==> src/design/aigsh_ram.sv <==
`timescale 1ns / 1ps

module aigsh_ram #(
	parameter int WIDTH = 8,
	parameter int DEPTH = 16
) (
	input  logic                     clk,
	input  logic                     we,
	input  logic [$clog2(DEPTH)-1:0] waddr,
	input  logic [WIDTH-1:0]         wdata,
	input  logic                     re,
	input  logic [$clog2(DEPTH)-1:0] raddr,
	output logic [WIDTH-1:0]         rdata
);

	logic [WIDTH-1:0] mem [DEPTH];
	logic [WIDTH-1:0] rdata_q;

	always_ff @(posedge clk) begin
		if (we) begin
			mem[waddr] <= wdata;
		end
		if (re) begin
			rdata_q <= mem[raddr];
		end
	end

	assign rdata = rdata_q;

endmodule

==> config.mk <==
export PLATFORM = sky130hd
export DESIGN_NAME = aigsh_ram
export DESIGN_NICKNAME = d
export VERILOG_FILES = /design/src/design/aigsh_ram.sv
export SDC_FILE = /design/constraint.sdc
export NUM_CORES = 1
export LEC_CHECK = 0
export BUFFER_PORTS_ARGS = -buffer_cell sky130_fd_sc_hd__buf_2
export CORE_UTILIZATION = 45
export DETAILED_ROUTE_END_ITERATION = 8
export SETUP_SLACK_MARGIN = 0.02
export SYNTH_ARGS = -nofsm -noshare
export SYNTH_HDL_FRONTEND = slang
export SYNTH_SLANG_ARGS = --single-unit
==> constraint.sdc <==
create_clock -name clk -period 2.7 [get_ports clk]
set_input_delay 0.675 -clock clk [delete_from_list [all_inputs] [get_ports clk]]
set_output_delay 0.675 -clock clk [all_outputs]
set_load 0.02 [all_outputs]
==> results.sh <==
export IMPL_skew_ns=0.00520
export IMPL_hold_viol=0
export IMPL_timing_critical_path_slowest_cell_delay_ns=0.58
export IMPL_p_total_w=0.00473
export IMPL_ys_seq_elements=136
export IMPL_setup_tns_ns=0
export IMPL_powerDensity_mw_per_mm2=766
export IMPL_crit_required_ns=2.84
export IMPL_dominant_combinational_cell_family_by_area_after_synthesis="multiplexers"
export IMPL_worstPathCellList="buf_2 -> buf_4 -> mux4_1 -> a22oi_1 -> nand2_1"
export IMPL_synth_cells=229
export IMPL_synthesized_area_fraction_occupied_by_ao_oa_aoi_and_oai_cells_pct=2.30
export IMPL_maxSlewHeadroom_pct=59.5
export IMPL_power_sequential_fraction_pct=50.6
export IMPL_numPortBuffers=26
export IMPL_synthesis_area_mm2=0.00523
export IMPL_dp_cells=408
export IMPL_cts_max_path_buffers=2
export IMPL_combinationalPowerShare_pct=4.9
export IMPL_clock_sink_total=136
export IMPL_cpMaxStageDelayCell="sky130_fd_sc_hd__mux4_1"
export IMPL_global_route_overflow_total=0
export IMPL_endpoint_kind="flip-flop"
export IMPL_final_util_pct=55.7
export IMPL_die_y_um=110
export IMPL_place_area_mm2=0.00563
export IMPL_power_switching_share_pct=19.7
export IMPL_synth_top_cells_by_area="sky130_fd_sc_hd__edfxtp_1, sky130_fd_sc_hd__mux4_2, sky130_fd_sc_hd__mux4_1, sky130_fd_sc_hd__a22oi_1, sky130_fd_sc_hd__nor2_1"
export IMPL_initial_utilization_pct=47.2
export IMPL_viasPerCell=5.54
export IMPL_post_synth_top_count_cell="sky130_fd_sc_hd__edfxtp_1"
export IMPL_place_gp_congestion=0.719
export IMPL_p_int_w=0.00380
export IMPL_post_synth_top_area_fraction_pct=78.1
export IMPL_synth_xor_area_share_pct=0
export IMPL_grt_setup_unrepaired="no"
export IMPL_postSynth_topFlopCell="sky130_fd_sc_hd__edfxtp_1"
export IMPL_crit_buf_inv=2
export IMPL_numCtsBuffers=17
export IMPL_yosys_mux_area_fraction_pct=14.8
export IMPL_critPathMaxFanout=14
export IMPL_cts_htree_levels=4
export IMPL_startpoint="raddr[0]"
export IMPL_ctsResizeCount=0
export IMPL_worstMarginPinSlew_ns=0.605
export IMPL_grt_pass1_vias=2528
export IMPL_grtUsageTotal_pct=19.0
export IMPL_final_std_cells_w_o_fill=438
export IMPL_worst_setup_hold_path_clk_slew_ns=0.05
export IMPL_clkLatencyLatePin_ns=0.40
export IMPL_number_of_synthesized_flops_with_an_enable_pin=136
export IMPL_instance_count_on_the_critical_path=5
export IMPL_detailedRoute_firstIterationViolations=152
export IMPL_layout_nets=306
export IMPL_finish_instance_area_mm2=0.00617
export IMPL_max_clock_freq_mhz=520
export IMPL_cpLargestDelayFamily="multiplexers"
export IMPL_regToRegSetupSlack_ns=1.15
export IMPL_outcome="finished, final reports clean"
export IMPL_holdCritPathClass="primary input to flip-flop"
export IMPL_max_vdd_ir_drop_mv=0.554
export IMPL_initial_antenna_violation_count=0
export IMPL_core_rowCount=38
export IMPL_grt_first_pass_wirelength_um=15200
export IMPL_floorplan_die_area_mm2=0.0121
export IMPL_post_synth_cell_area_avg_um2=22.8
export IMPL_static_leakage_power_nw=2.10
export IMPL_cts_tree="built"
export IMPL_yosysWarningCount=0
export IMPL_drive_above_1_share_pct=31.2
export IMPL_ys_seq_area_share_pct=78.1
export IMPL_postCtsHoldBufs=0
export IMPL_worst_endpoint_arrival_ns=2.07
export IMPL_synth_largest_area_cell="sky130_fd_sc_hd__edfxtp_1"
export IMPL_clock_tree_root_cell="sky130_fd_sc_hd__clkbuf_16"
export IMPL_detailedPlacementHpwl_um=6330
export IMPL_post_synth_num_cell_types=18
export IMPL_async_flop_share_pct=0
export IMPL_post_synth_most_frequent_cells="sky130_fd_sc_hd__edfxtp_1, sky130_fd_sc_hd__mux4_2, sky130_fd_sc_hd__a22oi_1, sky130_fd_sc_hd__mux4_1, sky130_fd_sc_hd__nor2_1"
export IMPL_start_kind="primary input"
export IMPL_remaining_drc_errors=0
export IMPL_firstDrtPassIters=4
export IMPL_count_of_boundary_i_o_pins=27
export IMPL_post_route_min_period_ns=1.92
export IMPL_chipWidth_um=110
export IMPL_synth_fp_nets=248
export IMPL_antenna_diode_count=0
export IMPL_antenna_left=0
export IMPL_post_cts_setup_buffer_count=0
export IMPL_rr_startpoint="mem[4][1]"
export IMPL_core_mm2=0.0111
export IMPL_final_max_slew_violation_count=0
export IMPL_synth_simple_area_share_pct=3.14
export IMPL_max_cap_violations=0
export IMPL_clock_group_share_of_total_power_pct=44.5
export IMPL_num_vias=2425
export IMPL_finalWirelength_um=9810
export IMPL_synthToLayoutAreaGrowth_pct=18.0
export IMPL_synth_adder_area_share_pct=0
export IMPL_worst_r2r_endpoint="rdata[1]"
export IMPL_avgRoutedWirePerCell_um=22.4
export IMPL_critPathKind="primary input to flip-flop"
export IMPL_grt_start_max_net_pins=19
export IMPL_setup_violations=0
export IMPL_reg2regPathDepth=3
export IMPL_critPathCapture="rdata[3]"
export IMPL_net_switching_power_w=0.000930
export IMPL_final_period_utilization_pct=71.2
## worst min path at each step
| stage | from | endpoint | slack (ns) | depth (start not counted) |
|---|---|---|---|---|
| 3_5_place_dp | mem[15][5] | rdata[5] | 0.73 | 3 |
| 2_1_floorplan | mem[7][0] | rdata[0] | 0.70 | 3 |
| 3_3_place_gp | mem[15][3] | rdata[3] | 0.72 | 3 |
| 6_report | re | rdata[3] | 0.65 | 1 |
| 5_1_grt | re | rdata[3] | 0.64 | 1 |
| 4_1_cts | re | rdata[3] | 0.64 | 1 |
## layer usage
layer	GRT usage (%)	up-vias	share of wire (%)
li1	-	1094	-
met3	4.98	2	4.5
met4	6.86	0	0.45
met5	0	-	0
met2	30.0	65	50
met1	25.4	1264	45
## cell families after synthesis
kind of cell | Yosys count
mux | 32
compound gates | 16
flops | 136
simple gates | 35
buf+inv | 10
## metrics by stage
step | worst slack [ns] | hold WS, ns
floorplan | 0.532 | 0.705
global placement | 0.388 | 0.724
detailed placement | 0.391 | 0.729
CTS | 0.806 | 0.641
global route | 0.725 | 0.637
finish | 0.777 | 0.654
## layout by cell type (no fill, tap or decap)
cell / count
sky130_fd_sc_hd__a22oi_1: 16
sky130_fd_sc_hd__and2_1: 1
sky130_fd_sc_hd__and2b_1: 1
sky130_fd_sc_hd__buf_12: 1
sky130_fd_sc_hd__buf_2: 26
sky130_fd_sc_hd__buf_4: 22
sky130_fd_sc_hd__bufinv_16: 2
sky130_fd_sc_hd__clkbuf_16: 17
sky130_fd_sc_hd__clkinv_1: 5
sky130_fd_sc_hd__clkinv_2: 4
sky130_fd_sc_hd__clkinvlp_4: 2
sky130_fd_sc_hd__edfxtp_1: 136
sky130_fd_sc_hd__mux4_1: 14
sky130_fd_sc_hd__mux4_2: 18
sky130_fd_sc_hd__nand2_1: 9
sky130_fd_sc_hd__nand2b_1: 2
sky130_fd_sc_hd__nand3_1: 1
sky130_fd_sc_hd__nand3b_1: 2
sky130_fd_sc_hd__nor2_1: 13
sky130_fd_sc_hd__nor2b_1: 1
sky130_fd_sc_hd__nor3_1: 4
sky130_fd_sc_hd__or3b_2: 1
## power by group through the flow
stage,clock [W],sequential [W],combinational [W]
after floorplan,0,0.00245,0.000120
after CTS,0.00214,0.00239,0.000234
after global routing,0.00223,0.00239,0.000252
after global placement,0,0.00243,0.000228
final,0.00211,0.00239,0.000230
after detailed placement,0,0.00243,0.000232
## layout make-up
cell class              instances  area, µm²
clock inverters                13        114
well taps                     140        175
clock buffers                  17        425
flip-flops and latches        136       4080
fillers                       829       4910
repair buffers                 49        315
multi-input cells              83       1060
## state kept, by name, summed over array words and instances, names as in the netlist
signal	count
mem	128
rdata	8
Power figures use the tool's default switching activity.
