## config.mk

```make
export PLATFORM = sky130hd
export DESIGN_NAME = aigsh_hash
export DESIGN_NICKNAME = d
export VERILOG_FILES = /design/src/design/aigsh_pkg.sv /design/src/design/aigsh_hash.sv
export SDC_FILE = /design/constraint.sdc
export NUM_CORES = 1
export LEC_CHECK = 0
export ABC_CLOCK_PERIOD_IN_PS = 5400
export BUFFER_PORTS_ARGS = -buffer_cell sky130_fd_sc_hd__buf_2
export CAP_MARGIN = 5
export CORE_MARGIN = 5
export CORE_UTILIZATION = 45
export DETAILED_ROUTE_END_ITERATION = 6
export MAX_ROUTING_LAYER = met4
export SYNTH_ARGS = -nofsm -noshare
export SYNTH_HDL_FRONTEND = slang
export SYNTH_SLANG_ARGS = --single-unit
```

## constraint.sdc

```tcl
create_clock -name clk -period 5.4 [get_ports clk]
set_clock_uncertainty 0.1 [all_clocks]
set_input_delay 0.27 -clock clk [delete_from_list [all_inputs] [get_ports clk]]
set_output_delay 0.27 -clock clk [all_outputs]
set_load 0.01 [all_outputs]
```

## src/design/aigsh_pkg.sv

```systemverilog
`timescale 1ns / 1ps

package aigsh_pkg;

	localparam int TABLE_ENTRIES_DEF = 4096;
	localparam int MAX_PROBES_DEF    = 16;

	localparam logic [31:0] ALL_ONES      = 32'hFFFF_FFFF;
	localparam logic [31:0] HASH_MUL_LOW  = 32'd2000000011;
	localparam logic [31:0] HASH_MUL_HIGH = 32'd2000000033;

	// one table entry as kept in the slot memory
	typedef struct packed {
		logic        valid;
		logic [63:0] key;
		logic [31:0] node;
	} slot_t;

	// request from the probe controller to the hash unit
	typedef struct packed {
		logic        start;
		logic [31:0] lo;
		logic [31:0] hi;
	} hash_req_t;

endpackage

```

## src/design/aigsh_hash.sv

```systemverilog
`timescale 1ns / 1ps

module aigsh_hash #(
	parameter int TABLE_ENTRIES = aigsh_pkg::TABLE_ENTRIES_DEF
) (
	input  logic                             clk,
	input  logic                             arst_n,
	input  aigsh_pkg::hash_req_t             req,
	output logic                             done,
	output logic [$clog2(TABLE_ENTRIES)-1:0] base
);

	import aigsh_pkg::*;

	localparam int IDX_W = $clog2(TABLE_ENTRIES);
	localparam bit IS_POW2 = (TABLE_ENTRIES & (TABLE_ENTRIES - 1)) == 0;
	localparam logic [IDX_W:0] MOD_N = (IDX_W + 1)'(TABLE_ENTRIES);
	localparam int RED_BITS = 8;

	localparam logic [1:0] H_IDLE = 2'd0;
	localparam logic [1:0] H_MUL  = 2'd1;
	localparam logic [1:0] H_RED  = 2'd2;
	localparam logic [1:0] H_DONE = 2'd3;

	logic [1:0]       state_q;
	logic [1:0]       step_q;
	logic [31:0]      mul_lo_q;
	logic [31:0]      mul_hi_q;
	logic [31:0]      h_q;
	logic [IDX_W-1:0] rem_q;
	logic [31:0]      sum;
	logic [IDX_W:0]   r;
	logic [31:0]      hh;

	assign sum = mul_lo_q + mul_hi_q;

	// eight bits of restoring reduction mod TABLE_ENTRIES per cycle
	always_comb begin
		r  = {1'b0, rem_q};
		hh = h_q;
		for (int k = 0; k < RED_BITS; k++) begin
			r  = {r[IDX_W-1:0], hh[31]};
			hh = {hh[30:0], 1'b0};
			if (r >= MOD_N) begin
				r = r - MOD_N;
			end
		end
	end

	always_ff @(posedge clk or negedge arst_n) begin
		if (!arst_n) begin
			state_q <= H_IDLE;
			step_q  <= '0;
		end else begin
			case (state_q)
				H_IDLE: begin
					if (req.start) begin
						state_q <= H_MUL;
					end
				end
				H_MUL: begin
					step_q  <= '0;
					state_q <= IS_POW2 ? H_DONE : H_RED;
				end
				H_RED: begin
					step_q <= step_q + 2'd1;
					if (step_q == 2'd3) begin
						state_q <= H_DONE;
					end
				end
				H_DONE: begin
					state_q <= H_IDLE;
				end
				default: begin
					state_q <= H_IDLE;
				end
			endcase
		end
	end

	always_ff @(posedge clk) begin
		case (state_q)
			H_IDLE: begin
				if (req.start) begin
					mul_lo_q <= HASH_MUL_LOW * req.lo;
					mul_hi_q <= HASH_MUL_HIGH * req.hi;
				end
			end
			H_MUL: begin
				h_q   <= sum;
				rem_q <= IS_POW2 ? sum[IDX_W-1:0] : '0;
			end
			H_RED: begin
				h_q   <= {h_q[31-RED_BITS:0], {RED_BITS{1'b0}}};
				rem_q <= r[IDX_W-1:0];
			end
			default: begin
			end
		endcase
	end

	assign done = state_q == H_DONE;
	assign base = rem_q;

endmodule

```

==> results of run 1 <==
worst max-delay path, delay by kind of cell:
family,cells,cell delay [ps]
xor+xnor,7,1110
fa+ha+maj,8,3730
buf+inv,4,380
sequential cells by signal, summed over array words and instances (netlist names):
register  flops
state_q       2
mul_lo_q     32
step_q        2
base         12
h_q          32
mul_hi_q     32
metrics by stage:
step / utilization, % / cells / setup WS (ps) / hold WS, ps / instance area [sq um]
after floorplan: - / 1898 / -194 / -126 / 19400
after global placement: 51.8 / 2742 / -682 / -23.8 / 22200
after detailed placement: 51.8 / 2742 / -642 / -18.3 / 22200
after CTS: 52.7 / 2759 / -129 / 128 / 22600
after global routing: 54.3 / 2768 / -244 / 144 / 23200
final: 54.3 / 2768 / -79.9 / 135 / 23200
cell usage after synthesis, types with 8 or more instances:
library cell	n
a211oi_1	15
a21o_1	35
a21oi_1	61
and3_1	12
edfxtp_1	108
fa_1	247
ha_1	410
inv_1	536
nand2_1	57
nand2b_1	8
nand3_1	13
nor2_1	45
nor2b_1	8
nor3_1	16
o21a_1	20
o21ai_0	44
o21bai_1	8
or3_1	8
xnor2_1	98
xor2_1	31
worst paths after layout:
| check | end | depth (start not counted) | startpoint | slack [ps] |
|---|---|---|---|---|
| min in group clk | mul_hi_q[1] | 2 | req[1] | 160 |
| max | mul_hi_q[31] | 19 | req[0] | -80 |
| max reg2reg | h_q[20] | 11 | mul_lo_q[0] | 2090 |
| min reg2reg | h_q[11] | 2 | h_q[3] | 420 |
| max in group asynchronous | step_q[0] | 2 | arst_n | 4950 |
| min | state_q[1] | 2 | arst_n | 140 |
layer usage:
layer / vias to the layer above / track usage (%)
li1: 6795 / -
met1: 6761 / 31.3
met2: 210 / 34.6
met3: 42 / 3.02
met4: 0 / 3.62
met5: - / -
cell families after synthesis:
logic type	Yosys count	share of synthesized area, %
adder cells (fa/ha/maj)	657	52.2
buffers and inverters	547	10.7
AO/OA/AOI/OAI	250	8.70
AND/OR/NAND/NOR	201	5.19
XOR/XNOR	129	5.85
flip-flops	112	17.3
multiplexers	2	0.117
final cells by class:
cell class / count / area (sq um) / area share [%]
clock buffers: 9 / 225 / 0.969
clock inverters: 6 / 86.3 / 0.371
inverters: 536 / 2010 / 8.65
multi-input cells: 1239 / 14600 / 62.9
flip-flops and latches: 112 / 3340 / 14.4
well taps: 546 / 683 / 2.94
repair buffers: 320 / 2280 / 9.82
repair_timing:
item                                    in CTS  in global routing
resized for setup                           15                102
hold buffers                                 1                  0
pin swaps                                    7                 32
setup buffers                                1                  9
endpoints found under the hold margin        4                  0
endpoints found under the setup margin       7                 14
==> results.yml, run 1 <==
worst_setup_path:
  critical_path_class: "in -> reg"
  crit_chain: "buf_6 -> fa_1 -> inv_2 -> fa_1 -> fa_1 -> fa_1 -> fa_1 -> fa_1 -> inv_1 -> fa_1 -> ha_2 -> xnor2_2 -> xnor2_1 -> xnor2_1 -> xnor2_1 -> xnor2_1 -> xnor2_1 -> buf_4 -> xnor2_1"
  crit_arrival_ps: 5490
  cp-end-kind: "flip-flop"
  critPathMaxFanout: 2
  cp_common_cell: "fa_1"
  cpMaxStageDelayCell: "fa_1"
  slowest_delay_ps: 560
  worst_setup_path_start_kind: "input pin"
  critPathRequiredTime_ps: 5410
route:
  drt_iter0_drc: 655
  vias_per_cell: 4.99
  routed_wl_microns: 49700
  m1WireLength_microns: 23600
  drc: 0
  dr.pass1.iters: 5
  dr.max_layer_used: "met4"
  antenna_left: 0
  route.met2.wl_microns: 23200
  vias: 13808
  wl_met3_microns: 2090
  routedWlPerCell_microns: 17.9
finish:
  mostFrequentLayoutCells: "532 x inv_1, 358 x ha_1, 242 x fa_1"
  final_nets: 2942
  antenna-diode-count: 0
  drive_above_1_share_pct: 20.0
  layout_commonest_cell: "inv_1"
  areaGrowthSynthToFinish_pct: 20.3
  n_fill_cell: 3891
synthesis:
  synth-seq-cells: 112
  synth_fp_nets: 2622
  ys_async_sr_fraction_pct: 3.57
  synth_top_flop_cell: "edfxtp_1"
  synth_top_area_share_pct: 26.6
  yosysTopAreaCell: "ha_1"
  ys_seq_area_share_pct: 17.3
  avgSynthCellArea_sq_um: 10.2
  ys_top_cells_by_area: "ha_1 27%, fa_1 26%, edfxtp_1 17%"
  netlist_area_sq_um: 19300
  syn_inst: 1898
  synth-edff-count: 108
  yosysWarnings: 0
  synth.distinct_cells: 70
placement:
  place_hpwl_microns: 43500
  place_congestion: 1.01
  io_buffers: 79
global_route:
  grt_pass1_vias: 14751
  grt-ovfl-total: 0
  antenna_found_initial: 0
  grt_util_all_layers_pct: 22.0
  grt_pass1_wl_microns: 78900
  grt_start_max_net_pins: 68
timing:
  max_freq_ghz: 0.182
  rsz0062_at_grt: "yes"
  tns_ps: -142
  tightest_slew_ps: 1130
  setup_viol: 2
  drv_slew: 0
  hold_viol: 0
  final.period_utilization_pct: 101
  slew_headroom_pct: 24.4
  fin_crit_ps: 5480
  fin_ws_ps: -79.9
floorplan:
  die_width_microns: 217
  coreArea_sq_um: 42800
  rows: 76
  initial_core_util_pct: 45.1
  die_area_sq_um: 47200
  die_y_microns: 217
  pin_count: 80
outcome:
  violations: "negative setup slack"
  status: "finished with violations"
flow_run:
  maxCapViolations: 0
cts:
  cts_tree: "done"
  cts.path.max_buffers: 2
  clk_latency_ps: 370
  htreeDepth: 3
  clk_pin_slew_ps: 80
  cts_buffers: 9
  cts-root-buf: "clkbuf_16"
  cts_num_sinks: 112
worst_hold_path:
  hp-class: "in -> async"
Power of run 1 is not shown: default switching activity piles up to over one toggle a cycle in this logic, so the estimate is an artifact.
==> run 2: changes to the inputs <==
- CORE_ASPECT_RATIO: not set -> 0.75
==> run 2 against run 1 <==
Sequential share of layout area is 0.25 points lower. Non-clock buffer count is 3 lower. The run still ends with negative setup slack left. Via count increased by 2.0%. Critical path type unchanged. Final area increased by 1.8%. Critical path depth fell by 3. Clock-buffer cell count stayed put. Final cell count up 0.79%.
==> results.yml, run 2 (synthesis gave the netlist of run 1 again) <==
outcome:
  status: "finished with violations"
  violations: "negative setup slack"
global_route:
  grt_start_max_net_pins: 67
  antenna_found_initial: 2
  grt_pass1_wl_microns: 82200
  grt-ovfl-total: 0
  grt_util_all_layers_pct: 22.9
  grt_pass1_vias: 14701
worst_setup_path:
  ff2ff_path_depth: 11
  crit_arrival_ps: 5580
  crit_chain: "buf_6 -> fa_2 -> xor2_2 -> ha_1 -> fa_1 -> inv_2 -> fa_1 -> fa_1 -> fa_1 -> fa_1 -> fa_2 -> inv_2 -> ha_4 -> mux2_4 -> a211o_1 -> a311o_1"
  critical_path_class: "in -> reg"
  cp_common_cell: "fa_1"
  path_buf_inv: 3
  critPathMaxFanout: 2
  slowest_delay_ps: 610
  rr_endpoint: "h_q[20]"
  rrSetupSlack_ps: 2100
  cp-end-kind: "flip-flop"
  timing.critical_path.max_delay_family: "adder cells"
  r2r_start: "mul_lo_q[0]"
  worst_setup_path_start_kind: "input pin"
  cpMaxStageDelayCell: "fa_2"
  critPathRequiredTime_ps: 5420
cts:
  htreeDepth: 3
  cts-root-buf: "clkbuf_16"
  cts_tree: "done"
  clk_pin_slew_ps: 80
  cts.path.max_buffers: 2
  cts_buffers: 9
  clk_latency_ps: 360
  cts_num_sinks: 112
floorplan:
  coreArea_sq_um: 42200
  pin_count: 80
  rows: 65
  die_area_sq_um: 47200
  die_y_microns: 189
  die_width_microns: 249
  initial_core_util_pct: 45.8
placement:
  place_hpwl_microns: 45800
  place_congestion: 0.963
  io_buffers: 79
finish:
  areaGrowthSynthToFinish_pct: 22.5
  mostFrequentLayoutCells: "512 x inv_1, 337 x ha_1, 232 x buf_4"
  layout_commonest_cell: "inv_1"
  n_fill_cell: 3644
  drive_above_1_share_pct: 22.7
  final_nets: 2939
  reg_top3: "h_q x32, mul_hi_q x32, mul_lo_q x32"
  utilization_pct: 56.1
  regArea_sq_um: 3340
  multi_input_area_sq_um: 15000
timing:
  fin_ws_ps: -165
  final.period_utilization_pct: 103
  rsz0062_at_grt: "yes"
  fin_crit_ps: 5570
  hold_viol: 0
  tightest_slew_ps: 842
  max_freq_ghz: 0.180
  slew_headroom_pct: 43.9
  setup_viol: 3
  drv_slew: 0
route:
  antenna_left: 0
  vias_per_cell: 5.05
  routedWlPerCell_microns: 18.8
  dr.pass1.iters: 5
  vias: 14087
  routed_wl_microns: 52400
  drt_iter0_drc: 1026
  drc: 0
flow_run:
  maxCapViolations: 0
worst_hold_path:
  hp-class: "in -> async"
-- run 2: changes by cell type in the layout (fill, tap and decap cells not counted), sizes merged --
cell and delta:
clkbuf -2, clkinvlp +2, buf -1, diode +1, bufinv -1
-- run 2: area by class of cell --
| cell class | count | share of cell area (%) |
|---|---|---|
| clock inverters | 7 | 0.312 |
| diodes | 1 | 0.0106 |
| well taps | 569 | 3.01 |
| multi-input cells | 1239 | 63.5 |
| repair buffers | 317 | 9.63 |
| inverters | 536 | 8.50 |
| flip-flops and latches | 112 | 14.1 |
| clock buffers | 9 | 0.952 |
-- run 2: worst max-delay path by stage --
stage	start	endpoint	slack (ps)	cells after the start
floorplan	req[34]	mul_lo_q[30]	-190	15
finish	req[32]	mul_lo_q[30]	-170	16
global placement	req[34]	mul_lo_q[31]	-740	18
CTS	req[32]	mul_lo_q[30]	-160	16
global route	req[32]	mul_lo_q[30]	-270	16
detailed placement	req[34]	mul_lo_q[31]	-750	18
-- run 2: metal layers --
metal / vias up / track usage, % / share of wire [%]
met5: - / - / 0
met4: 0 / 2.43 / 0.92
met3: 31 / 7.95 / 9.9
met2: 374 / 29.5 / 38
met1: 6904 / 35.6 / 51
li1: 6778 / - / -
-- run 2: through the flow --
stage | instance area (sq um) | setup WS (ps) | cells | TNS, ps | hold slack, ps
after floorplan | 19400 | -194 | 1898 | -194 | -126
after global routing | 23700 | -271 | 2790 | -795 | 140
final | 23700 | -165 | 2790 | -267 | 130
after detailed placement | 22200 | -754 | 2764 | -7260 | -22.5
after global placement | 22200 | -744 | 2764 | -6480 | -25.4
after CTS | 22800 | -156 | 2783 | -427 | 128
-- run 2: repair_timing --
item | in CTS | in global routing
pin swaps | 36 | 81
resized for setup | 43 | 149
endpoints found under the hold margin | 4 | 0
setup endpoints to repair | 9 | 17
setup buffers | 3 | 6
hold buffers | 1 | 0
Power of run 2 is left out for the same reason.
==> run 3: changes to the inputs <==
- PLACE_DENSITY: not set -> 0.66
==> run 3 against run 2 <==
The flow still finishes with violations (negative setup slack). Hold slack improved by 12 ps. Routed wire length decreased by 0.54%. Clock-buffer cell count increased by 1. Final cell count decreased by 0.22%. Non-clock buffer count decreased by 5. Die area unchanged. Sequential cell count unchanged. Worst setup slack got worse by 33 ps. Via count increased by 0.53%. Global-route usage decreased by 0.51 points. Critical path depth unchanged. Maximum frequency decreased by 0.59%.
==> results.yml, run 3 (synthesis gave the netlist of run 1 again) <==
cts:
  cts-root-buf: "clkbuf_16"
  clk_pin_slew_ps: 80
  htreeDepth: 3
  clk_latency_ps: 350
  cts_buffers: 9
  cts_num_sinks: 112
  cts.path.max_buffers: 2
  cts_tree: "done"
global_route:
  busiest_layer: "met1"
  grt-ovfl-total: 0
  grt_util_met3_pct: 5.85
  grt_start_max_net_pins: 67
  antenna_found_initial: 2
  grt_pass1_vias: 14401
  grt_pass1_wl_microns: 80400
  grt_util_all_layers_pct: 22.4
  gr-usage-met2_pct: 29.9
  grt_use_met1_pct: 35.7
timing:
  hold_viol: 0
  setup_viol: 3
  drv_slew: 0
  fin_crit_ps: 5600
  final.period_utilization_pct: 104
  rsz0062_at_grt: "yes"
  tightest_slew_ps: 1040
  fin_ws_ps: -199
  max_freq_ghz: 0.179
  slew_headroom_pct: 30.7
route:
  antenna_left: 0
  dr.pass1.iters: 5
  routedWlPerCell_microns: 18.7
  vias: 14161
  vias_per_cell: 5.09
  routed_wl_microns: 52100
  drt_iter0_drc: 1013
  drc: 0
worst_setup_path:
  cp-end-kind: "flip-flop"
  worst_setup_path_start_kind: "input pin"
  cpMaxStageDelayCell: "fa_2"
  critical_path_class: "in -> reg"
  critPathRequiredTime_ps: 5410
  slowest_delay_ps: 600
  rrSetupSlack_ps: 2100
  critPathMaxFanout: 6
  cp_common_cell: "fa_1"
  crit_chain: "buf_8 -> fa_2 -> xor2_2 -> ha_1 -> fa_1 -> inv_2 -> fa_1 -> fa_1 -> fa_1 -> fa_1 -> fa_1 -> inv_2 -> ha_4 -> mux2_4 -> a211o_1 -> a311o_1"
  crit_arrival_ps: 5610
finish:
  areaGrowthSynthToFinish_pct: 21.4
  final_nets: 2934
  regArea_sq_um: 3340
  reg_top3: "h_q x32, mul_hi_q x32, mul_lo_q x32"
  multi_input_area_sq_um: 14900
  n_fill_cell: 3624
  utilization_pct: 55.6
  antenna-diode-count: 0
  mostFrequentLayoutCells: "521 x inv_1, 348 x ha_1, 236 x fa_1"
  layout_commonest_cell: "inv_1"
  drive_above_1_share_pct: 21.4
floorplan:
  initial_core_util_pct: 45.8
  pin_count: 80
  die_width_microns: 249
  die_area_sq_um: 47200
  rows: 65
  coreArea_sq_um: 42200
  die_y_microns: 189
outcome:
  status: "finished with violations"
  violations: "negative setup slack"
worst_hold_path:
  hp-class: "in -> async"
flow_run:
  maxCapViolations: 0
placement:
  place_hpwl_microns: 45700
  io_buffers: 79
  pre_cts_slack_ps: -822
  place_congestion: 0.998
## run 3: stage by stage
step / std cells / cell area (sq um) / TNS [ps] / hold slack [ps]
floorplan: 1898 / 19400 / -194 / -126
global placement: 2763 / 22200 / -7400 / -24.7
detailed placement: 2763 / 22200 / -8860 / -18.2
CTS: 2782 / 22800 / -299 / 130
global route: 2784 / 23500 / -1050 / 159
finish: 2784 / 23500 / -332 / 142
## run 3: path summary, 6_finish.rpt
check | end | from | cells after the start
worst max-delay path | mul_lo_q[30] | req[34] | 16
worst min-delay path | state_q[1] | arst_n | 2
worst max register to register | h_q[20] | mul_lo_q[0] | 11
worst min register to register | h_q[9] | h_q[1] | 2
max in group asynchronous | step_q[1] | arst_n | 2
min in group clk | state_q[0] | req[64] | 3
## run 3: critical path, delay by kind of cell
kind            cells  cell delay [ps]
mux                 1              300
compound gates      2              490
buf+inv             3              210
fa+ha+maj           9             4170
xor+xnor            1              160
## run 3: final cells by class
class | instances | share of cell area [%]
well taps | 569 | 3.03
repair buffers | 312 | 9.54
multi-input cells | 1239 | 63.4
flip-flops and latches | 112 | 14.3
clock buffers | 10 | 0.976
clock inverters | 6 | 0.224
inverters | 536 | 8.58
## run 3: repair_timing
| action | 4_1_cts | 5_1_grt |
|---|---|---|
| setup buffers | 2 | 3 |
| gates resized for setup | 45 | 129 |
| hold buffers | 1 | 0 |
| hold endpoints to repair | 4 | 0 |
| endpoints found under the setup margin | 11 | 17 |
| pin swaps | 21 | 65 |
## run 3: layer usage
metal / vias to the layer above / routed length, microns
li1: 6771 / -
met1: 6950 / 26500
met2: 428 / 20600
met3: 12 / 4810
met4: 0 / 168
met5: - / 0
Power of run 3 is left out for the same reason.
