<file path="src/design/aigsh_pkg.sv">
`timescale 1ns / 1ps

package aigsh_pkg;

	localparam int TABLE_ENTRIES_DEF = 4096;
	localparam int MAX_PROBES_DEF    = 16;

	localparam logic [31:0] ALL_ONES      = 32'hFFFF_FFFF;
	localparam logic [31:0] HASH_MUL_LOW  = 32'd2000000011;
	localparam logic [31:0] HASH_MUL_HIGH = 32'd2000000033;

	// one table entry as kept in the slot memory
	typedef struct packed {
		logic        valid;
		logic [63:0] key;
		logic [31:0] node;
	} slot_t;

	// request from the probe controller to the hash unit
	typedef struct packed {
		logic        start;
		logic [31:0] lo;
		logic [31:0] hi;
	} hash_req_t;

endpackage

</file>
<file path="src/design/aigsh_ctrl.sv">
`timescale 1ns / 1ps

module aigsh_ctrl #(
	parameter int TABLE_ENTRIES = aigsh_pkg::TABLE_ENTRIES_DEF,
	parameter int MAX_PROBES    = aigsh_pkg::MAX_PROBES_DEF
) (
	input  logic                             clk,
	input  logic                             arst_n,
	input  logic                             in_valid,
	output logic                             in_ready,
	input  logic [31:0]                      left_literal,
	input  logic [31:0]                      right_literal,
	input  logic [31:0]                      proposed_node,
	input  logic                             do_insert,
	output logic                             out_valid,
	input  logic                             out_ready,
	output logic [31:0]                      result_literal,
	output logic                             found_existing,
	output logic                             table_full,
	output aigsh_pkg::hash_req_t             hash_req,
	input  logic                             hash_done,
	input  logic [$clog2(TABLE_ENTRIES)-1:0] hash_base,
	output logic                             ram_we,
	output logic [$clog2(TABLE_ENTRIES)-1:0] ram_waddr,
	output logic [$bits(aigsh_pkg::slot_t)-1:0] ram_wdata,
	output logic                             ram_re,
	output logic [$clog2(TABLE_ENTRIES)-1:0] ram_raddr,
	input  logic [$bits(aigsh_pkg::slot_t)-1:0] ram_rdata
);

	import aigsh_pkg::*;

	localparam int IDX_W   = $clog2(TABLE_ENTRIES);
	localparam int PROBE_W = (MAX_PROBES > 1) ? $clog2(MAX_PROBES) : 1;

	localparam logic [2:0] S_CLEAR = 3'd0;
	localparam logic [2:0] S_IDLE  = 3'd1;
	localparam logic [2:0] S_HASH  = 3'd2;
	localparam logic [2:0] S_CHECK = 3'd3;
	localparam logic [2:0] S_OUT   = 3'd4;

	logic [2:0]         state_q;
	logic [IDX_W-1:0]   clr_q;
	logic [IDX_W-1:0]   slot_q;
	logic [PROBE_W-1:0] probe_q;
	logic [63:0]        key_q;
	logic [31:0]        prop_q;
	logic               ins_q;
	logic               out_valid_q;
	logic [31:0]        out_lit_q;
	logic               out_found_q;
	logic               out_full_q;
	logic [31:0]        pend_lit_q;
	logic               pend_found_q;
	logic               pend_full_q;

	logic               in_fire;
	logic               out_free;
	logic [31:0]        lo;
	logic [31:0]        hi;
	logic               triv;
	logic [31:0]        triv_lit;
	slot_t              rd_slot;
	slot_t              wr_slot;
	logic               prop_ones;
	logic [31:0]        miss_lit;
	logic               last_probe;
	logic [IDX_W-1:0]   slot_next;
	logic               res_go;
	logic [31:0]        res_lit;
	logic               res_found;
	logic               res_full;

	assign in_ready   = state_q == S_IDLE;
	assign in_fire    = in_valid && in_ready;
	assign out_free   = !out_valid_q || out_ready;
	assign rd_slot    = slot_t'(ram_rdata);
	assign prop_ones  = prop_q == ALL_ONES;
	assign miss_lit   = prop_ones ? ALL_ONES : {prop_q[30:0], 1'b0};
	assign last_probe = probe_q == PROBE_W'(MAX_PROBES - 1);
	assign slot_next  = (slot_q == IDX_W'(TABLE_ENTRIES - 1)) ? '0 : slot_q + 1'b1;

	always_comb begin
		lo = (right_literal < left_literal) ? right_literal : left_literal;
		hi = (right_literal < left_literal) ? left_literal : right_literal;
		triv     = 1'b1;
		triv_lit = '0;
		if (lo == 32'd0) begin
			triv_lit = '0;
		end else if (lo == 32'd1) begin
			triv_lit = hi;
		end else if (lo == hi) begin
			triv_lit = lo;
		end else if (lo[31:1] == hi[31:1]) begin
			// x and not x
			triv_lit = '0;
		end else if (hi == ALL_ONES) begin
			triv_lit = ALL_ONES;
		end else begin
			triv = 1'b0;
		end
	end

	always_comb begin
		hash_req       = '0;
		hash_req.lo    = lo;
		hash_req.hi    = hi;
		ram_we         = 1'b0;
		ram_waddr      = clr_q;
		wr_slot        = '0;
		ram_re         = 1'b0;
		ram_raddr      = slot_next;
		res_go         = 1'b0;
		res_lit        = miss_lit;
		res_found      = 1'b0;
		res_full       = 1'b0;
		case (state_q)
			S_CLEAR: begin
				ram_we = 1'b1;
			end
			S_IDLE: begin
				if (in_fire) begin
					if (triv) begin
						res_go  = 1'b1;
						res_lit = triv_lit;
					end else begin
						hash_req.start = 1'b1;
					end
				end
			end
			S_HASH: begin
				if (hash_done) begin
					ram_re    = 1'b1;
					ram_raddr = hash_base;
				end
			end
			S_CHECK: begin
				if (!rd_slot.valid) begin
					res_go = 1'b1;
					if (ins_q && !prop_ones) begin
						ram_we        = 1'b1;
						ram_waddr     = slot_q;
						wr_slot.valid = 1'b1;
						wr_slot.key   = key_q;
						wr_slot.node  = prop_q;
					end
				end else if (rd_slot.key == key_q) begin
					res_go    = 1'b1;
					res_lit   = {rd_slot.node[30:0], 1'b0};
					res_found = 1'b1;
				end else if (last_probe) begin
					res_go   = 1'b1;
					res_full = ins_q && !prop_ones;
				end else begin
					ram_re = 1'b1;
				end
			end
			S_OUT: begin
			end
			default: begin
			end
		endcase
	end

	assign ram_wdata = wr_slot;

	always_ff @(posedge clk or negedge arst_n) begin
		if (!arst_n) begin
			state_q     <= S_CLEAR;
			clr_q       <= '0;
			out_valid_q <= 1'b0;
		end else begin
			case (state_q)
				S_CLEAR: begin
					clr_q <= clr_q + 1'b1;
					if (clr_q == IDX_W'(TABLE_ENTRIES - 1)) begin
						state_q <= S_IDLE;
					end
				end
				S_IDLE: begin
					if (in_fire && !triv) begin
						state_q <= S_HASH;
					end
				end
				S_HASH: begin
					if (hash_done) begin
						state_q <= S_CHECK;
					end
				end
				S_CHECK: begin
				end
				S_OUT: begin
					if (out_free) begin
						state_q <= S_IDLE;
					end
				end
				default: begin
					state_q <= S_IDLE;
				end
			endcase
			if (res_go) begin
				state_q <= out_free ? S_IDLE : S_OUT;
			end
			if ((res_go || state_q == S_OUT) && out_free) begin
				out_valid_q <= 1'b1;
			end else if (out_ready) begin
				out_valid_q <= 1'b0;
			end
		end
	end

	always_ff @(posedge clk) begin
		if (in_fire) begin
			key_q  <= {lo, hi};
			prop_q <= proposed_node;
			ins_q  <= do_insert;
		end
		if (state_q == S_HASH) begin
			slot_q  <= hash_base;
			probe_q <= '0;
		end else if (state_q == S_CHECK && ram_re) begin
			slot_q  <= slot_next;
			probe_q <= probe_q + 1'b1;
		end
		if (res_go && out_free) begin
			out_lit_q   <= res_lit;
			out_found_q <= res_found;
			out_full_q  <= res_full;
		end else if (res_go) begin
			pend_lit_q   <= res_lit;
			pend_found_q <= res_found;
			pend_full_q  <= res_full;
		end else if (state_q == S_OUT && out_free) begin
			out_lit_q   <= pend_lit_q;
			out_found_q <= pend_found_q;
			out_full_q  <= pend_full_q;
		end
	end

	assign out_valid      = out_valid_q;
	assign result_literal = out_lit_q;
	assign found_existing = out_found_q;
	assign table_full     = out_full_q;

`ifndef SYNTHESIS
	a_write_state: assert property (@(posedge clk) disable iff (!arst_n)
		ram_we |-> (state_q == S_CLEAR || state_q == S_CHECK))
		else $error("slot memory written outside clear or probe");

	a_write_free: assert property (@(posedge clk) disable iff (!arst_n)
		(state_q == S_CHECK && ram_we) |-> !rd_slot.valid)
		else $error("insert overwrote an occupied slot");

	a_hash_wait: assert property (@(posedge clk) disable iff (!arst_n)
		hash_done |-> state_q == S_HASH)
		else $error("hash finished while no item was waiting");

	a_no_accept_clear: assert property (@(posedge clk) disable iff (!arst_n)
		state_q == S_CLEAR |-> !in_ready)
		else $error("item accepted during clearing pass");

	a_found_not_full: assert property (@(posedge clk) disable iff (!arst_n)
		res_go |-> !(res_found && res_full))
		else $error("hit reported with full flag");
`endif

endmodule
</file>
<file path="config.mk">
export PLATFORM = sky130hd
export DESIGN_NAME = aigsh_ctrl
export DESIGN_NICKNAME = d
export VERILOG_FILES = /design/src/design/aigsh_pkg.sv /design/src/design/aigsh_ctrl.sv
export SDC_FILE = /design/constraint.sdc
export NUM_CORES = 1
export LEC_CHECK = 0
export ABC_CLOCK_PERIOD_IN_PS = 6900
export BUFFER_PORTS_ARGS = -buffer_cell sky130_fd_sc_hd__buf_2
export CAP_MARGIN = 20
export CORE_MARGIN = 4
export CORE_UTILIZATION = 30
export CTS_BUF_LIST = sky130_fd_sc_hd__clkbuf_16
export CTS_CLUSTER_DIAMETER = 60
export DETAILED_ROUTE_END_ITERATION = 7
export PLACE_DENSITY = 0.51
export SLEW_MARGIN = 20
export SYNTH_ARGS = -nofsm -noshare
export SYNTH_HDL_FRONTEND = slang
export SYNTH_SLANG_ARGS = --single-unit
</file>
<file path="constraint.sdc">
create_clock -name clk -period 6.9 [get_ports clk]
set_clock_uncertainty 0.1 [all_clocks]
set_input_delay 1.38 -clock clk [delete_from_list [all_inputs] [get_ports clk]]
set_output_delay 1.38 -clock clk [all_outputs]
set_load 0.005 [all_outputs]
</file>
==> out/results.ini, run 1 <==
[global_route]
track_usage_pct=22.72
grt_max_degree=79
grt_overflow=0
grt_pass1_wl_um=74290
grt_pass1_vias=11100
antenna_found_initial=11

[cts]
cts_htree_levels=4
path_clk_slew_ps=80
clockBufferDepth=2
post_cts_buffers=0
clock_sinks=197
cts_resized=0
cts_tree=yes
numCtsBuffers=17
clockRootBuffer=clkbuf_16
clk_latency_ps=470
holdBufCountCts=0

[setup_path]
cpLargestDelayFamily=compound AO/OA/AOI/OAI gates
r2r_start=key_q[59]
reg2reg_to=result_literal[21]
crit_required_ps=5420
cp_common_cell=buf_2
crit_fanout=23
critPathCaptureType=output pin
slowest_stage=o21ai_0
reg2reg_slack_ps=2770
crit_chain=buf_2 -> inv_1 -> ha_1 -> nand4_1 -> nor2b_1 -> o31ai_1 -> nor3_4 -> o21ai_0 -> buf_2
cp-startpoint=left_literal[27]
start_kind=primary input
r2r_cells=9
worstPathArrival_ps=4620
path_buf_inv=3
critPathKind=primary input to output pin
max_stage_delay_ps=910

[flow_run]
maxCapViolations=0

[logic_synthesis]
synth_edf_count=177
avgSynthCellArea_um2=10.17
syn_area_um2=12280
synth-seq-area-share_pct=47.19
ys_ff_latch=197
async_flop_share_pct=8.122
ys_warn_count=0
synth_cells=1208
ys_types=68
ys.flop_type=edfxtp_1
syn_nets=1454

[routing]
antenna_left=0
drc=0
maxUsedRoutingLayer=met5
met2_length_um=24790
drt_iter0_markers=853
wl_met1_um=22120
drt_wl_total_um=52160
wl_per_cell_um=24.18
route.vias.total=11250
viasPerCell=5.214
firstDrtPassIters=6
wl_met3_um=3790

[final_layout]
nNetsFinal=1858
multi_input_area_um2=6023
drive_gt1_share_pct=33.91
fillers=4086
finish.cell_count_without_fillers=2157
seq_area_um2=5796
syn2layout_area_growth_pct=26.83
layout.cells.most_common=buf_2
fin_util_pct=38.85
layout_common_cells=buf_2 (433), edfxtp_1 (177), nand2_1 (149), o21ai_0 (98), and2_1 (88)

[sta]
fmax_mhz=164.0
rsz0062_at_grt=false
finalMaxSlewViolations=0
hold_viol=0
min_period_over_period_pct=88.37
setup-tns-final_ps=0
setup_ws_ps=802.2
tightestPinTransition_ps=1066
slew_headroom_pct=28.18
whs_ps=392.4
final-setup-viol-count=0
period_minus_slack_ps=6098

[floorplan]
start_util_pct=30.63
coreArea_um2=40100
die_area_um2=44240
row_count=73
io_pins=435
chipWidth_um=210.3
die_h_um=210.3

[power_and_ir_drop]
p_leak_nw=6.683
pwr_density_cell_nw_per_um2=277.4
ir_drop_mv=0.1608

[placement]
hpwlAfterDp_um=42170
place_ws_ps=864.3
place_inst=2117
io_buffers=433
gp_congestion=0.9483

[worst_hold_path]
holdPathEnd=probe_q[3]
hp-start=probe_q[3]
whs_path_depth=2
min_path_type=flip-flop to flip-flop

[status]
status=completed

[area by class of cell]
cell class	count	area share [%]
sequential	197	37.20
antenna	7	0.1125
inverter	52	1.253
multi-input combinational	897	38.67
tap	525	4.217
timing repair buffer	447	14.88
clock inverter	15	0.9398
clock buffer	17	2.731
[tightest hold or removal path, delay by kind of cell, from the launching register on]
kind	cells	cell delay [ps]
flip-flops	1	320
AO/OA/AOI/OAI	2	130
[state kept, by name, indices dropped and copies added (netlist names)]
name,cells
clr_q,12
found_existing,1
ins_q,1
key_q,64
out_valid,1
pend_found_q,1
pend_full_q,1
pend_lit_q,32
probe_q,4
prop_q,32
result_literal,32
slot_q,12
state_q,3
table_full,1
[kinds of logic (layout without fill, tap and decap cells)]
| logic type | count (synthesis) | after routing | share of synthesized area [%] |
|---|---|---|---|
| xor gates and xnor gates | 86 | 86 | 6.133 |
| adders and majority gates | 35 | 35 | 3.566 |
| AOI/OAI and AO/OA | 259 | 259 | 13.73 |
| other | 0 | 7 | 0 |
| and+or+nand+nor | 469 | 469 | 20.70 |
| DFF | 197 | 197 | 47.19 |
| buffers and inverters | 114 | 531 | 4.136 |
| muxes | 48 | 48 | 4.543 |
[worst max-delay path by stage]
| stage | to | slack [ps] | cells past startpoint |
|---|---|---|---|
| 2_1_floorplan | found_existing | 170 | 5 |
| 3_3_place_gp | hash_req[13] | 900 | 11 |
| 3_5_place_dp | hash_req[13] | 860 | 11 |
| 4_1_cts | hash_req[13] | 880 | 11 |
| 5_1_grt | hash_req[17] | 600 | 12 |
| 6_report | hash_req[32] | 800 | 9 |
[Yosys cell counts (3+ instances only)]
cell type | instances | share of area [%]
a2111oi_2 | 11 | 1.3
a21o_1 | 5 | 0.31
a21oi_1 | 35 | 1.4
a221oi_1 | 19 | 1.4
a22oi_1 | 16 | 0.98
a31oi_1 | 9 | 0.46
and2_1 | 89 | 4.5
and3_1 | 28 | 1.4
and3_2 | 3 | 0.18
and4_1 | 4 | 0.29
buf_1 | 4 | 0.12
buf_2 | 4 | 0.16
buf_4 | 5 | 0.31
clkbuf_1 | 42 | 1.3
dfrtp_1 | 16 | 3.3
dfxtp_1 | 4 | 0.65
edfxtp_1 | 177 | 43
ha_1 | 35 | 3.6
inv_1 | 52 | 1.6
mux2_2 | 17 | 1.6
mux2_4 | 10 | 1.2
mux2i_1 | 18 | 1.5
nand2_1 | 149 | 4.6
nand2b_1 | 7 | 0.36
nand3_1 | 21 | 0.86
nand4_1 | 56 | 2.9
nor2_1 | 38 | 1.2
nor2b_1 | 4 | 0.20
nor3_1 | 4 | 0.16
nor4_1 | 42 | 2.1
nor4_2 | 3 | 0.31
o21ai_0 | 98 | 4.0
o21ai_1 | 25 | 1.0
o21bai_1 | 14 | 0.86
o22ai_1 | 3 | 0.15
o31ai_1 | 8 | 0.49
or2_2 | 3 | 0.15
or2_4 | 3 | 0.21
xnor2_1 | 75 | 5.3
xor2_1 | 11 | 0.78
[through the flow]
stage | power, mW | cell area, um^2
after detailed placement | 3.355 | 14940
after CTS | 4.366 | 15510
after global routing | 4.585 | 15570
final | 4.321 | 15580
after floorplan | 2.672 | 12280
after global placement | 3.343 | 14940
[per-layer routing]
| layer | global-route usage, % | up-vias |
|---|---|---|
| li1 | - | 5307 |
| met1 | 29.61 | 5330 |
| met2 | 36.92 | 519 |
| met3 | 5.745 | 81 |
| met4 | 7.943 | 10 |
| met5 | 0 | - |
[report_power, final]
group          switching, mW  leakage [nW]  internal [mW]
logic                  0.889          4.54          0.597
clock network          0.516         0.269          0.477
registers              0.193          1.87           1.65
total                   1.60          6.68           2.72
Power figures use the tool's default switching activity.
==> inputs of run 2 (changes only) <==
--- a/config.mk
+++ b/config.mk
@@ -14,6 +14,7 @@
 export CTS_CLUSTER_DIAMETER = 60
 export DETAILED_ROUTE_END_ITERATION = 7
 export PLACE_DENSITY = 0.51
+export RECOVER_POWER = 100
 export SLEW_MARGIN = 20
 export SYNTH_ARGS = -nofsm -noshare
 export SYNTH_HDL_FRONTEND = slang
==> run 2 against run 1 <==
Against the previous run: the flow now finishes with violations (capacitance limit, slew limit); non-clock buffer count unchanged; sequential power about the same; critical path depth increased by 4; sequential share of layout area increased by 0.82 points; maximum frequency decreased by 4.4%; register-to-register slack got worse by 1700 ps; clock power about the same; die area unchanged; flip-flop and latch count unchanged; design area decreased by 2.1%; via count increased by 0.57%; critical path type is now primary input to flip-flop; critical endpoint is now result_literal[25].
==> out/results.ini, run 2 (synthesis gave the netlist of run 1 again) <==
[status]
status=finished with violations
violations=capacitance limit, slew limit

[placement]
gp_congestion=0.9483
hpwlAfterDp_um=42170
io_buffers=433
place_ws_ps=864.3

[routing]
firstDrtPassIters=6
drc=0
route.vias.total=11310
drt_iter0_markers=943
drt_wl_total_um=52290
wl_per_cell_um=24.24
antenna_left=0
viasPerCell=5.244

[setup_path]
r2r_cells=8
cpLargestDelayFamily=compound AO/OA/AOI/OAI gates
cp.depth=13
critPathKind=primary input to flip-flop
crit_chain=clkbuf_1 -> inv_1 -> ha_1 -> a21o_1 -> a21o_1 -> a21oi_1 -> o31ai_1 -> nor3_4 -> mux2i_1 -> clkbuf_1 -> a2111oi_1 -> o21ai_0 -> mux2_4
worstPathArrival_ps=6500
start_kind=primary input
critPathCaptureType=flip-flop
path_buf_inv=3
crit_fanout=23
max_stage_delay_ps=1000
slowest_stage=a2111oi_1
crit_required_ps=7020

[final_layout]
syn2layout_area_growth_pct=24.11
top_register=key_q
drive_gt1_share_pct=23.51
nNetsFinal=1858
largest_reg_flops=64
layout.cells.most_common=buf_2
layout_common_cells=buf_2 (287), edfxtp_1 (177), clkbuf_1 (150), nand2_1 (149), o21ai_0 (119)

[cts]
path_clk_slew_ps=80
clockRootBuffer=clkbuf_16
post_cts_buffers=0
holdBufCountCts=0
clk_latency_ps=470
cts_resized=0
cts_tree=yes
cts_htree_levels=4
clockBufferDepth=2
clock_sinks=197
numCtsBuffers=17

[floorplan]
start_util_pct=30.63
die_h_um=210.3
coreArea_um2=40100
chipWidth_um=210.3
row_count=73
io_pins=435
die_area_um2=44240

[sta]
setup_ws_ps=521.0
rsz0062_at_grt=false
finalMaxSlewViolations=163
setup-tns-final_ps=0
fmax_mhz=156.8
tightestPinTransition_ps=2568
slew_headroom_pct=-71.33
period_minus_slack_ps=6379
hold_viol=0
min_period_over_period_pct=92.45
final-setup-viol-count=0

[power_and_ir_drop]
pwr_density_cell_nw_per_um2=279.2
p_leak_nw=6.097
ir_drop_mv=0.1594

[global_route]
grt_overflow=0
grt_max_degree=79
grt_pass1_wl_um=74290
track_usage_pct=22.72
grt_pass1_vias=11100
antenna_found_initial=11

[worst_hold_path]
min_path_type=flip-flop to flip-flop
whs_path_depth=2

[flow_run]
maxCapViolations=5

-- run 2: cell count changes in the layout (fill, tap and decap cells not counted), sizes merged --
cell / previous run / this run
buf: 447 / 295
clkbuf: 17 / 169
-- run 2: per-layer routing --
metal	routed length (um)	share of wire (%)	vias up	track usage, %
li1	-	-	5307	-
met1	22110	42	5386	29.61
met2	24870	48	536	36.92
met3	3941	7.5	72	5.745
met4	1309	2.5	10	7.943
met5	59	0.11	-	0
-- run 2: power breakdown --
group          total (mW)  internal (mW)  switching [mW]
registers            1.85           1.65           0.194
clock network       0.991          0.477           0.514
logic                1.42          0.532           0.885
-- run 2: tightest hold or removal path, delay by kind of cell, from the launching register on --
family         cells  cell delay, ps
AO/OA/AOI/OAI      2             130
flip-flops         1             320
-- run 2: final timing paths --
path	start	endpoint	slack, ps
min	probe_q[3]	probe_q[3]	390
max	left_literal[29]	result_literal[25]	520
min reg2reg	probe_q[3]	probe_q[3]	390
max reg2reg	state_q[2]	result_literal[31]	1050
max in group asynchronous	arst_n	clr_q[8]	5250
min in group asynchronous	arst_n	state_q[2]	910
-- run 2: area by class of cell --
| class | count | area [um^2] |
|---|---|---|
| tap | 525 | 656.9 |
| timing repair buffer | 447 | 2095 |
| antenna | 7 | 17.52 |
| clock inverter | 15 | 146.4 |
| sequential | 197 | 5796 |
| fill | 4187 | 24850 |
| clock buffer | 17 | 425.4 |
| multi-input combinational | 897 | 5912 |
| inverter | 52 | 195.2 |
-- run 2: stage by stage --
stage	util [%]	cells	power [mW]	hold WS [ps]	cell area, um^2
6_report	38.02	2157	4.256	392.6	15240
5_1_grt	38.01	2156	4.525	426.7	15240
4_1_cts	38.69	2149	4.366	399.2	15510
3_5_place_dp	37.27	2117	3.355	387.2	14940
3_3_place_gp	37.27	2117	3.343	370.7	14940
2_1_floorplan	-	1208	2.672	358.4	12280
